File: config.mk
export PLATFORM = sky130hd
export DESIGN_NAME = can_signal_remap_gateway
export DESIGN_NICKNAME = d
export VERILOG_FILES = /design/src/hw/rtl/csrg_pkg.sv /design/src/hw/rtl/can_signal_remap_gateway.sv
export SDC_FILE = /design/constraint.sdc
export NUM_CORES = 1
export LEC_CHECK = 0
export BUFFER_PORTS_ARGS = -buffer_cell sky130_fd_sc_hd__buf_4
export CORE_MARGIN = 2
export CORE_UTILIZATION = 64
export CTS_CLUSTER_DIAMETER = 120
export CTS_CLUSTER_SIZE = 8
export DETAILED_ROUTE_END_ITERATION = 10
export PLACE_DENSITY_LB_ADDON = 0.05
export SLEW_MARGIN = 20
export SYNTH_ARGS = -nofsm -noshare
export SYNTH_HDL_FRONTEND = slang
export SYNTH_SLANG_ARGS = --single-unit
File: constraint.sdc
create_clock -name clk -period 6.23 [get_ports clk]
set_input_delay 1.246 -clock clk [delete_from_list [all_inputs] [get_ports clk]]
set_output_delay 1.246 -clock clk [all_outputs]
set_load 0.03 [all_outputs]
File: src/hw/rtl/csrg_pkg.sv
`timescale 1ns / 1ps
`default_nettype none

package csrg_pkg;

    localparam int unsigned ID_W      = 11;
    localparam int unsigned LEN_W     = 2;
    localparam int unsigned MAX_RES   = 4;
    localparam int unsigned RES_CNT_W = 3;

    // received identifiers
    localparam logic [ID_W-1:0] ID_IN_DASH   = 11'h157;
    localparam logic [ID_W-1:0] ID_IN_MODES  = 11'h154;
    localparam logic [ID_W-1:0] ID_IN_1DC    = 11'h1DC;
    localparam logic [ID_W-1:0] ID_IN_193    = 11'h193;
    localparam logic [ID_W-1:0] ID_IN_15B    = 11'h15B;

    // emitted identifiers
    localparam logic [ID_W-1:0] ID_OUT_GEAR  = 11'h050;
    localparam logic [ID_W-1:0] ID_OUT_WHEEL_F = 11'h051;
    localparam logic [ID_W-1:0] ID_OUT_WHEEL_R = 11'h052;
    localparam logic [ID_W-1:0] ID_OUT_TC_ACT  = 11'h053;
    localparam logic [ID_W-1:0] ID_OUT_MAP     = 11'h100;
    localparam logic [ID_W-1:0] ID_OUT_TC      = 11'h101;
    localparam logic [ID_W-1:0] ID_OUT_WHEELIE = 11'h102;
    localparam logic [ID_W-1:0] ID_OUT_BRAKE   = 11'h103;

    localparam logic [LEN_W-1:0] LEN_ONE = 2'd1;
    localparam logic [LEN_W-1:0] LEN_TWO = 2'd2;

    localparam logic [7:0] MEMO_CLEAR = 8'hFF;

    // configuration register indexes
    localparam logic [1:0] CFG_REFRESH_PERIOD  = 2'd0;
    localparam logic [1:0] CFG_GEAR_LIMIT      = 2'd1;
    localparam logic [1:0] CFG_TC_THRESHOLD    = 2'd2;
    localparam logic [1:0] CFG_TC_ACTIVE_VALUE = 2'd3;

    typedef struct packed {
        logic [7:0]       byte1;
        logic [7:0]       byte0;
        logic [LEN_W-1:0] len;
        logic [ID_W-1:0]  id;
    } res_t;

endpackage

`default_nettype wire

File: src/hw/rtl/can_signal_remap_gateway.sv
`timescale 1ns / 1ps
`default_nettype none

// path: input register, then result buffer, then the master side
// throughput: one input transaction per cycle while m_axis_tready is high and each
// frame gives at most one result; n results (n <= 4) drain one per ready cycle
// reset: asynchronous active low; config registers return to 10/48/32/100,
// change memories to 255, refresh count to 0, both sides empty

module can_signal_remap_gateway
    import csrg_pkg::*;
(
    input  wire logic        clk,
    input  wire logic        rst_n,

    input  wire logic        s_axis_tvalid,
    output      logic        s_axis_tready,
    // frame_id, data_b0, data_b1, data_b2, data_b3, data_b4, data_b5, zero pad
    input  wire logic [63:0] s_axis_tdata,

    output      logic        m_axis_tvalid,
    input  wire logic        m_axis_tready,
    // out_id, out_len, out_byte0, out_byte1, zero pad
    output      logic [31:0] m_axis_tdata,
    output      logic        m_axis_tlast,

    input  wire logic        cfg_we,
    input  wire logic [1:0]  cfg_addr,
    input  wire logic [7:0]  cfg_wdata
);

    // configuration
    logic [7:0] refresh_period_reg;
    logic [7:0] gear_limit_reg;
    logic [7:0] tc_threshold_reg;
    logic [7:0] tc_active_value_reg;

    // change memories
    logic [7:0] gear_memo_reg, gear_memo_next;
    logic [7:0] map_memo_reg, map_memo_next;
    logic [7:0] tc_memo_reg, tc_memo_next;
    logic [7:0] wheelie_memo_reg, wheelie_memo_next;
    logic [7:0] brake_memo_reg, brake_memo_next;
    logic [7:0] refresh_count_reg, refresh_count_next;

    // input register
    logic            in_valid_reg, in_valid_next;
    logic [ID_W-1:0] in_id_reg;
    logic [7:0]      in_b_reg [6];

    // result buffer
    res_t                 res_reg [MAX_RES];
    res_t                 res_next [MAX_RES];
    logic [RES_CNT_W-1:0] res_cnt_reg, res_cnt_next;

    logic s_accept;
    logic m_take;
    logic buffer_free;
    logic consume;

    res_t                 cand [MAX_RES];
    logic [MAX_RES-1:0]   cand_v;
    res_t                 pack [MAX_RES];
    logic [RES_CNT_W-1:0] pack_n;

    logic [3:0] lo_nib;
    logic [3:0] hi_nib;
    logic [7:0] wheelie_val;
    logic [7:0] brake_val;
    logic [7:0] count_inc;
    logic       refresh_hit;

    assign s_accept      = s_axis_tvalid && s_axis_tready;
    assign m_axis_tvalid = (res_cnt_reg != '0);
    assign m_take        = m_axis_tvalid && m_axis_tready;
    assign buffer_free   = (res_cnt_reg == '0) ||
                           ((res_cnt_reg == RES_CNT_W'(1)) && m_axis_tready);
    assign consume       = in_valid_reg && buffer_free;
    assign s_axis_tready = !in_valid_reg || buffer_free;

    assign m_axis_tdata  = {3'b000, res_reg[0]};
    assign m_axis_tlast  = (res_cnt_reg == RES_CNT_W'(1));

    // rider mode decode
    assign lo_nib = in_b_reg[2][3:0];
    assign hi_nib = in_b_reg[2][7:4];

    always_comb
    begin
        case (lo_nib)
            4'h4:    wheelie_val = 8'd1;
            4'h8:    wheelie_val = 8'd2;
            4'hC:    wheelie_val = 8'd3;
            default: wheelie_val = 8'd0;
        endcase
    end

    assign brake_val   = ((hi_nib >= 4'd1) && (hi_nib <= 4'd3)) ? {4'h0, hi_nib} : 8'd0;
    assign count_inc   = refresh_count_reg + 8'd1;
    assign refresh_hit = (count_inc >= refresh_period_reg);

    // candidate results and state update for the frame in the input register
    always_comb
    begin
        for (int i = 0; i < MAX_RES; i++)
        begin
            cand[i] = '0;
        end
        cand_v             = '0;
        gear_memo_next     = gear_memo_reg;
        map_memo_next      = map_memo_reg;
        tc_memo_next       = tc_memo_reg;
        wheelie_memo_next  = wheelie_memo_reg;
        brake_memo_next    = brake_memo_reg;
        refresh_count_next = refresh_count_reg;

        case (in_id_reg)
            ID_IN_DASH:
            begin
                cand[0]   = '{byte1: 8'd0, byte0: {3'b000, in_b_reg[5][7:3]},
                              len: LEN_ONE, id: ID_OUT_GEAR};
                cand_v[0] = (in_b_reg[5] <= gear_limit_reg) && (in_b_reg[5] != gear_memo_reg);
                cand[1]   = '{byte1: in_b_reg[4], byte0: in_b_reg[3],
                              len: LEN_TWO, id: ID_OUT_WHEEL_F};
                cand_v[1] = 1'b1;
                cand[2]   = '{byte1: in_b_reg[2], byte0: in_b_reg[1],
                              len: LEN_TWO, id: ID_OUT_WHEEL_R};
                cand_v[2] = 1'b1;
                cand[3]   = '{byte1: 8'd0,
                              byte0: (in_b_reg[0] >= tc_threshold_reg) ?
                                     tc_active_value_reg : 8'd0,
                              len: LEN_ONE, id: ID_OUT_TC_ACT};
                cand_v[3] = 1'b1;
                if (consume && cand_v[0])
                begin
                    gear_memo_next = in_b_reg[5];
                end
            end
            ID_IN_1DC:
            begin
                cand[0]   = '{byte1: in_b_reg[3], byte0: in_b_reg[2],
                              len: LEN_TWO, id: ID_IN_1DC};
                cand_v[0] = 1'b1;
            end
            ID_IN_193:
            begin
                cand[0]   = '{byte1: in_b_reg[1], byte0: in_b_reg[0],
                              len: LEN_TWO, id: ID_IN_193};
                cand_v[0] = 1'b1;
            end
            ID_IN_15B:
            begin
                cand[0]   = '{byte1: in_b_reg[5], byte0: in_b_reg[4],
                              len: LEN_TWO, id: ID_IN_15B};
                cand_v[0] = 1'b1;
            end
            ID_IN_MODES:
            begin
                cand[0]   = '{byte1: 8'd0, byte0: {4'h0, in_b_reg[0][7:4]},
                              len: LEN_ONE, id: ID_OUT_MAP};
                cand_v[0] = (in_b_reg[0] != map_memo_reg);
                cand[1]   = '{byte1: 8'd0, byte0: {4'h0, in_b_reg[1][7:4]},
                              len: LEN_ONE, id: ID_OUT_TC};
                cand_v[1] = (in_b_reg[1] != tc_memo_reg);
                cand[2]   = '{byte1: 8'd0, byte0: wheelie_val,
                              len: LEN_ONE, id: ID_OUT_WHEELIE};
                cand_v[2] = (in_b_reg[2] != wheelie_memo_reg);
                cand[3]   = '{byte1: 8'd0, byte0: brake_val,
                              len: LEN_ONE, id: ID_OUT_BRAKE};
                cand_v[3] = (in_b_reg[2] != brake_memo_reg);
                if (consume)
                begin
                    if (refresh_hit)
                    begin
                        refresh_count_next = 8'd0;
                        gear_memo_next     = MEMO_CLEAR;
                        map_memo_next      = MEMO_CLEAR;
                        tc_memo_next       = MEMO_CLEAR;
                        wheelie_memo_next  = MEMO_CLEAR;
                        brake_memo_next    = MEMO_CLEAR;
                    end
                    else
                    begin
                        refresh_count_next = count_inc;
                        map_memo_next      = in_b_reg[0];
                        tc_memo_next       = in_b_reg[1];
                        wheelie_memo_next  = in_b_reg[2];
                        brake_memo_next    = in_b_reg[2];
                    end
                end
            end
            default:
            begin
                cand_v = '0;
            end
        endcase
    end

    // pack the sent results to the front
    always_comb
    begin
        for (int i = 0; i < MAX_RES; i++)
        begin
            pack[i] = '0;
        end
        pack_n = '0;
        for (int i = 0; i < MAX_RES; i++)
        begin
            if (cand_v[i])
            begin
                pack[pack_n[1:0]] = cand[i];
                pack_n            = pack_n + RES_CNT_W'(1);
            end
        end
    end

    // result buffer: load a whole frame or shift one result out
    always_comb
    begin
        res_next     = res_reg;
        res_cnt_next = res_cnt_reg;
        if (consume)
        begin
            res_next     = pack;
            res_cnt_next = pack_n;
        end
        else if (m_take)
        begin
            for (int i = 0; i < MAX_RES - 1; i++)
            begin
                res_next[i] = res_reg[i + 1];
            end
            res_cnt_next = res_cnt_reg - RES_CNT_W'(1);
        end
    end

    always_comb
    begin
        in_valid_next = in_valid_reg;
        if (s_accept)
        begin
            in_valid_next = 1'b1;
        end
        else if (consume)
        begin
            in_valid_next = 1'b0;
        end
    end

    always_ff @(posedge clk or negedge rst_n)
    begin
        if (!rst_n)
        begin
            in_valid_reg      <= 1'b0;
            res_cnt_reg       <= '0;
            gear_memo_reg     <= MEMO_CLEAR;
            map_memo_reg      <= MEMO_CLEAR;
            tc_memo_reg       <= MEMO_CLEAR;
            wheelie_memo_reg  <= MEMO_CLEAR;
            brake_memo_reg    <= MEMO_CLEAR;
            refresh_count_reg <= 8'd0;
        end
        else
        begin
            in_valid_reg      <= in_valid_next;
            res_cnt_reg       <= res_cnt_next;
            gear_memo_reg     <= gear_memo_next;
            map_memo_reg      <= map_memo_next;
            tc_memo_reg       <= tc_memo_next;
            wheelie_memo_reg  <= wheelie_memo_next;
            brake_memo_reg    <= brake_memo_next;
            refresh_count_reg <= refresh_count_next;
        end
    end

    always_ff @(posedge clk or negedge rst_n)
    begin
        if (!rst_n)
        begin
            refresh_period_reg  <= 8'd10;
            gear_limit_reg      <= 8'd48;
            tc_threshold_reg    <= 8'd32;
            tc_active_value_reg <= 8'd100;
        end
        else if (cfg_we)
        begin
            unique case (cfg_addr)
                CFG_REFRESH_PERIOD:  refresh_period_reg  <= cfg_wdata;
                CFG_GEAR_LIMIT:      gear_limit_reg      <= cfg_wdata;
                CFG_TC_THRESHOLD:    tc_threshold_reg    <= cfg_wdata;
                CFG_TC_ACTIVE_VALUE: tc_active_value_reg <= cfg_wdata;
                default:             refresh_period_reg  <= refresh_period_reg;
            endcase
        end
    end

    // payload registers
    always_ff @(posedge clk)
    begin
        if (s_accept)
        begin
            in_id_reg <= s_axis_tdata[10:0];
            for (int i = 0; i < 6; i++)
            begin
                in_b_reg[i] <= s_axis_tdata[11 + 8*i +: 8];
            end
        end
        res_reg <= res_next;
    end

    // checks
    a_cnt_range: assert property (@(posedge clk) disable iff (!rst_n)
        res_cnt_reg <= RES_CNT_W'(MAX_RES))
        else $error("result count out of range");

    a_len_legal: assert property (@(posedge clk) disable iff (!rst_n)
        m_axis_tvalid |-> ((res_reg[0].len == LEN_ONE && res_reg[0].byte1 == 8'd0) ||
                           res_reg[0].len == LEN_TWO))
        else $error("bad length or nonzero second byte");

    a_in_hold: assert property (@(posedge clk) disable iff (!rst_n)
        (in_valid_reg && !buffer_free) |=> (in_valid_reg && $stable(in_id_reg)))
        else $error("pending frame lost");

    a_refresh: assert property (@(posedge clk) disable iff (!rst_n)
        (consume && in_id_reg == ID_IN_MODES && refresh_hit) |=>
            (refresh_count_reg == 8'd0 && map_memo_reg == MEMO_CLEAR &&
             gear_memo_reg == MEMO_CLEAR && brake_memo_reg == MEMO_CLEAR))
        else $error("refresh did not clear memories");

endmodule

`default_nettype wire

Word-level counts from Yosys, hierarchy flattened

Memory sizes are Yosys's and may differ from the RTL's.
Index checks and enable logic that the tools add are counted.

$add $sub $neg: 5
Order comparisons: 11
Equal/unequal tests: 19
Mux-type cells: 40
Bitwise operators: 3
Reduce and logical (&&, ||, !) cells: 26

Operator list:

| cell                                                     | count |
|---|---|
| bitwise mux 116 bit                                      | 3 |
| 2-to-1 mux 116 bit                                       | 3 |
| demux 29 bit (select 2 bit)                              | 3 |
| 2-to-1 mux 87 bit                                        | 2 |
| case mux 87 bit (2 select lines)                         | 1 |
| case mux 29 bit (5 select lines)                         | 1 |
| 2-to-1 mux 29 bit                                        | 4 |
| 2-to-1 mux 8 bit                                         | 8 |
| == test 11 x 9 -> 1 bit, second input constant           | 5 |
| inequality test 8 bit                                    | 4 |
| greater-or-equal comparator 8 bit                        | 2 |
| case mux 8 bit (2 select lines)                          | 1 |
| 2-to-1 mux 3 bit                                         | 5 |
| logical AND 1 bit                                        | 10 |
| AND reduction 2 bit                                      | 5 |
| adder 3 x 1 -> 3 bit, second input constant              | 3 |
| greater-or-equal comparator 3 bit, second input constant | 3 |
| < comparator 3 x 1 -> 1 bit, second input constant       | 3 |
| NOT 2 -> 3 bit                                           | 3 |
| adder 8 x 1 -> 8 bit, second input constant              | 1 |
| == test 4 bit, second input constant                     | 2 |
| less-or-equal comparator 8 bit                           | 1 |
| inequality test 2 bit, second input constant             | 3 |
| case mux 2 bit (3 select lines)                          | 1 |
| 19 further kinds                                         | 27 |

Bits in registers: 203
Memory bits (writable): 48
Input bits: 79
Output and inout bits: 35
Word-level logic and storage cells: 133
Memories: 1

Memory list:

| memory   | depth | width | rd ports | clocked after Yosys merged registers in | wr ports | line                           | text |
|---|---|---|---|---|---|---|---|
| in_b_reg | 6     | 8     | 6        | 0                                       | 6        | can_signal_remap_gateway.sv:49 | `logic [7:0] in_b_reg [6];` |

Logic depth before layout (Yosys ltp)

An unclocked memory read counts as a cell.

Word-level depth: 17
Mapped depth: 21
Gate-level depth less buffers: 18

Worst setup path before layout

OpenSTA, ideal clock, no wires.

Path type: reg-to-reg
From: reg in_id_reg[5]
To: reg res_reg[71] (netlist name), data pin
Setup time: 269 ps
Arrival time: 3844 ps
Required time: 5961 ps
Path slack: 2117 ps
Cell stages (with the launch flop): 18
Buffers on the path: 4
Clock period less this slack: 4113 ps
Cells stage by stage: edfxtp_1 > nand4bb_1 > buf_2 > or4_1 > clkbuf_1 > a21oi_2 > nor2_1 > ha_1 > clkbuf_1 > nand2_1 > o21ai_0 > nor2_1 > ha_1 > clkbuf_1 > o21ai_0 > a21o_1 > a221oi_1 > o31ai_1

RTL lines:

| item                     | line                            | text |
|---|---|---|
| start: declaration       | can_signal_remap_gateway.sv:48  | `logic [ID_W-1:0] in_id_reg;` |
| start signal: assignment | can_signal_remap_gateway.sv:302 | `in_id_reg <= s_axis_tdata[10:0];` |
| end signal: assignment   | can_signal_remap_gateway.sv:308 | `res_reg <= res_next;` |
| end: declaration         | can_signal_remap_gateway.sv:52  | `res_t res_reg [MAX_RES];` |

==> summary by stage <==
Power
The clock network fraction of design power is 29.4%. The power density over the cells is ~440 mW/mm^2. Of the total power, the share spent switching nets is 33.2%. Overall power consumption after layout is estimated at around 5.9 mW.

Internal power comes to ~4 mW. The sequential share of power is 44.1%. The leakage power of the design is roughly 5.2 nW. The combinational power share is between 20% and 30%. The worst IR drop on VDD is 0.465 mV. In this run the power spent charging and discharging nets is ~1.9 mW.

Critical path
Data on the critical path is required at its endpoint by about 6.4 ns. The worst setup path is launched from a flip-flop. The critical path launch point is in_id_reg[5]. The worst flop-to-flop path startpoint is in_id_reg[5].

The critical path is of the flip-flop to flip-flop type. The reg2reg setup slack is about 0.92 ns. Among cell families on the critical path, the largest total delay comes from compound AO/OA/AOI/OAI gates. The end of the worst register-to-register path is res_reg[72].

The critical path goes through nand4bb_1 > buf_4 > or4_1 > a21oi_2 > nor2_1 > ha_1 > nand2_1 > o21ai_0 > nor2_1 > ha_1 > o21ai_0 > a21o_1 > a211oi_1 > o31ai_1. STA classifies the critical path endpoint as a flip-flop. The largest single stage delay on the critical path is a little over 0.7 ns. Along the worst path, the maximum fanout reaches 11. At the worst endpoint, the arrival time is around 5.5 ns. The number of cells on the worst reg-to-reg path is 14. The slowest stage of the critical path is the sky130_fd_sc_hd__or4_1 cell.

The worst path buffer plus inverter count is 1.

Worst hold path
The sink of the worst hold path is tc_threshold_reg[6]. The type of the tightest min-delay check is flip-flop to flip-flop. The worst hold path stage count is 1. The critical hold path startpoint is tc_threshold_reg[6].

Route
The wire length after detailed routing is roughly 31000 um. In the routed layout, each cell is associated on average with a via count of ~6.5. The post-route DRC violation count is 0. The detail route stage leaves a number of antenna-violating nets equal to 0.

The average wire per cell in the routed design is approximately 23 um. The detailed-routing iteration count for the pre-antenna-repair pass is 6. The final route contains about 9000 vias. The detailed router finished its first iteration with around 1400 violations.

Final layout
The top cell types in the final layout, fill and taps aside, are sky130_fd_sc_hd__edfxtp_1 (151), sky130_fd_sc_hd__buf_4 (125), sky130_fd_sc_hd__nor2_1 (100). The fraction of layout instances using a drive strength above 1 is about 22%. 0 antenna diodes ended up in the layout. The finished layout holds roughly 1400 standard cells, fillers aside. The net count of the finished layout is approximately 1200. The final core utilization is between 70% and 80%. The most common cell after layout, fill and taps aside is sky130_fd_sc_hd__edfxtp_1.

Relative to the synthesized area, the layout overhead comes to 15.7%. The number of flip-flops under the largest register name is 66.

STA
The share of the cycle needed by the critical path after routing is ~85%. Headroom to the max-slew limit came out at a little under a quarter. For this run, the top clock speed supported by timing is about 0.19 GHz. The final worst clock skew is roughly 0.022 ns. The slew at the pin with the worst max-slew slack is 1.15 ns.

The setup slack after layout is between 0.9 and 1 ns. Setup total negative slack on the finished layout was measured at 0 ns. The total count of hold-check failures in the final report was 0. The count of endpoints failing setup in the final report is 0. The max-slew violation count came to 0. Setup repair after global routing left no endpoint under its margin. The worst path in the final design needs a cycle of approximately 5.3 ns, including I/O delays and setup.

Global routing
The initial antenna violation count is 1. The global-route wire length before repair is roughly 50000 um. For this run the aggregate overflow at the end of global routing stands at 0. Global routing used about 33% of the available tracks. The via count of the first global-routing pass is slightly below 9000. Entering global routing, the biggest net connects 77 pins.

Floorplan
The full die area is 0.0192 mm^2. The count of standard-cell rows is 49. The floorplan step defined a core boundary enclosing about 0.018 mm^2. From bottom edge to top edge, the die measures around 140 um.

The number of primary I/O pins is between 100 and 150. In this run the horizontal extent of the chip is between 100 and 150 um. The effective utilization at floorplan is about 65%.

Clock tree
The clock reaches the later pin of the worst-skew pair after 0.50 ns. The master cell of the clock root buffer is sky130_fd_sc_hd__clkbuf_16. Buffers inserted during clock tree synthesis total 34. The number of clock sinks seen by CTS is 227. The number of hold buffers added after cts is 0. The maximum buffer depth of the clock tree is 3. After clock tree synthesis, the setup repair step added 0 buffers. After clock tree synthesis, the clock-pin slew on the worst setup and hold paths is approximately 0.050 ns. TritonCTS built the clock tree. The number of gates resized after cts is 0. The clock tree synthesis step divided the H-tree into 2 levels.

Flow run
The max-capacitance violation count is 0.

Place
Routability-driven placement finished with a final weighted congestion of ~0.98. After legalization and detailed placement, the total HPWL measured approximately 21000 um. The count of buffers inserted at the top-level ports is slightly above 100. The pre-CTS worst setup slack is between 1 and 1.5 ns.

The number of placed instances, taps included, is 1308.

Synth
The distinct cell type count of the synthesized netlist is 70. The mapped cell area is roughly 0.012 mm^2. The post-synthesis xor/xnor area fraction is 2.95%.

After Yosys synthesis, full adders, half adders and majority gates account for under 10% of the synthesized area. The complex-gate fraction of the synthesized area is about 15%. The part of the Yosys area used for sequential elements is a little under three fifths. Synthesis produced between 1000 and 1500 cells. The average instance in the mapped netlist occupies roughly 11 um^2. After synthesis, the largest family of logic cells by area is compound AO/OA/AOI/OAI gates. The total of warnings raised by yosys is 0. Counting flops and latches in the post-synthesis netlist gives around 230.

For this run, the leading register cell type out of synthesis is sky130_fd_sc_hd__edfxtp_1. The synthesized netlist devotes between 10 and 15% of its cell area to simple gates. For this run, asynchronously set or reset flops after synthesis account for 33.5%.

The fraction of synthesized area in multiplexers is between 2 and 3%. The number of enable-type register cells in the synthesized netlist is 151.

Run status
The flow ran to the end, and the final reports show no timing, DRC or antenna violations.
## stage by stage
stage	instance area [um^2]	hold slack (ns)
floorplan	11600	0.470
global placement	12300	0.490
detailed placement	12400	0.496
CTS	13400	0.506
global route	13400	0.532
finish	13400	0.503
## synth_stat cells (8+ instances only)
| library cell | n | area (um^2) |
|---|---|---|
| sky130_fd_sc_hd__a21o_1 | 8 | 60.1 |
| sky130_fd_sc_hd__a21oi_1 | 31 | 155 |
| sky130_fd_sc_hd__a221oi_1 | 8 | 70.1 |
| sky130_fd_sc_hd__a222oi_1 | 10 | 100 |
| sky130_fd_sc_hd__a22o_1 | 19 | 166 |
| sky130_fd_sc_hd__a22oi_1 | 22 | 165 |
| sky130_fd_sc_hd__a31oi_1 | 17 | 106 |
| sky130_fd_sc_hd__a32o_1 | 8 | 80.1 |
| sky130_fd_sc_hd__and3_1 | 16 | 100 |
| sky130_fd_sc_hd__buf_4 | 34 | 255 |
| sky130_fd_sc_hd__clkbuf_1 | 52 | 195 |
| sky130_fd_sc_hd__dfrtp_1 | 36 | 901 |
| sky130_fd_sc_hd__dfstp_2 | 40 | 1050 |
| sky130_fd_sc_hd__edfxtp_1 | 151 | 4530 |
| sky130_fd_sc_hd__ha_1 | 34 | 425 |
| sky130_fd_sc_hd__inv_1 | 36 | 135 |
| sky130_fd_sc_hd__mux2_2 | 27 | 304 |
| sky130_fd_sc_hd__nand2_1 | 99 | 372 |
| sky130_fd_sc_hd__nand3_1 | 18 | 90.1 |
| sky130_fd_sc_hd__nand4_1 | 10 | 62.6 |
| sky130_fd_sc_hd__nor2_1 | 101 | 379 |
| sky130_fd_sc_hd__nor3_1 | 38 | 190 |
| sky130_fd_sc_hd__o21ai_0 | 52 | 260 |
| sky130_fd_sc_hd__o22a_1 | 9 | 78.8 |
| sky130_fd_sc_hd__xnor2_1 | 29 | 254 |
| sky130_fd_sc_hd__xor2_1 | 10 | 87.6 |
## cells by family after synthesis
group | Yosys count
AND/OR/NAND/NOR | 335
AO/OA/AOI/OAI | 247
flip-flops | 227
buffers and inverters | 130
XOR/XNOR | 39
adder cells (fa/ha/maj) | 34
multiplexers | 28
other | 1
## layer usage
layer,part of all wire [%],global-route usage [%],vias to the layer above
met3,10,7.48,126
met2,46,50.7,584
li1,-,-,3994
met1,39,45.4,4257
met4,5.0,15.0,0
met5,0,0,-
## how the worst max path moves through the flow
stage,end,cells past startpoint
finish,res_reg[72],14
CTS,m_axis_tdata[22],16
global route,res_reg[72],14
floorplan,res_reg[71],17
global placement,res_reg[72],14
detailed placement,m_axis_tdata[22],16
## power groups by stage
stage               Sequential, mW  Clock [mW]  Combinational [mW]
global route                  2.63        1.81                1.69
finish                        2.59        1.73                1.56
CTS                           2.57        1.75                1.54
floorplan                     2.41           0                1.23
global placement              2.58           0                1.49
detailed placement            2.59           0                1.53
## layout make-up
class                           count  area, um^2
Clock buffer                       61        1020
Fill cell                        1188        4460
Tap cell                          229         287
Timing Repair Buffer              125         938
Inverter                           38         143
Multi-Input combinational cell    689        4500
Sequential cell                   227        6490
Clock inverter                      1        7.51
Note: power is estimated with default switching activity, not from simulation.
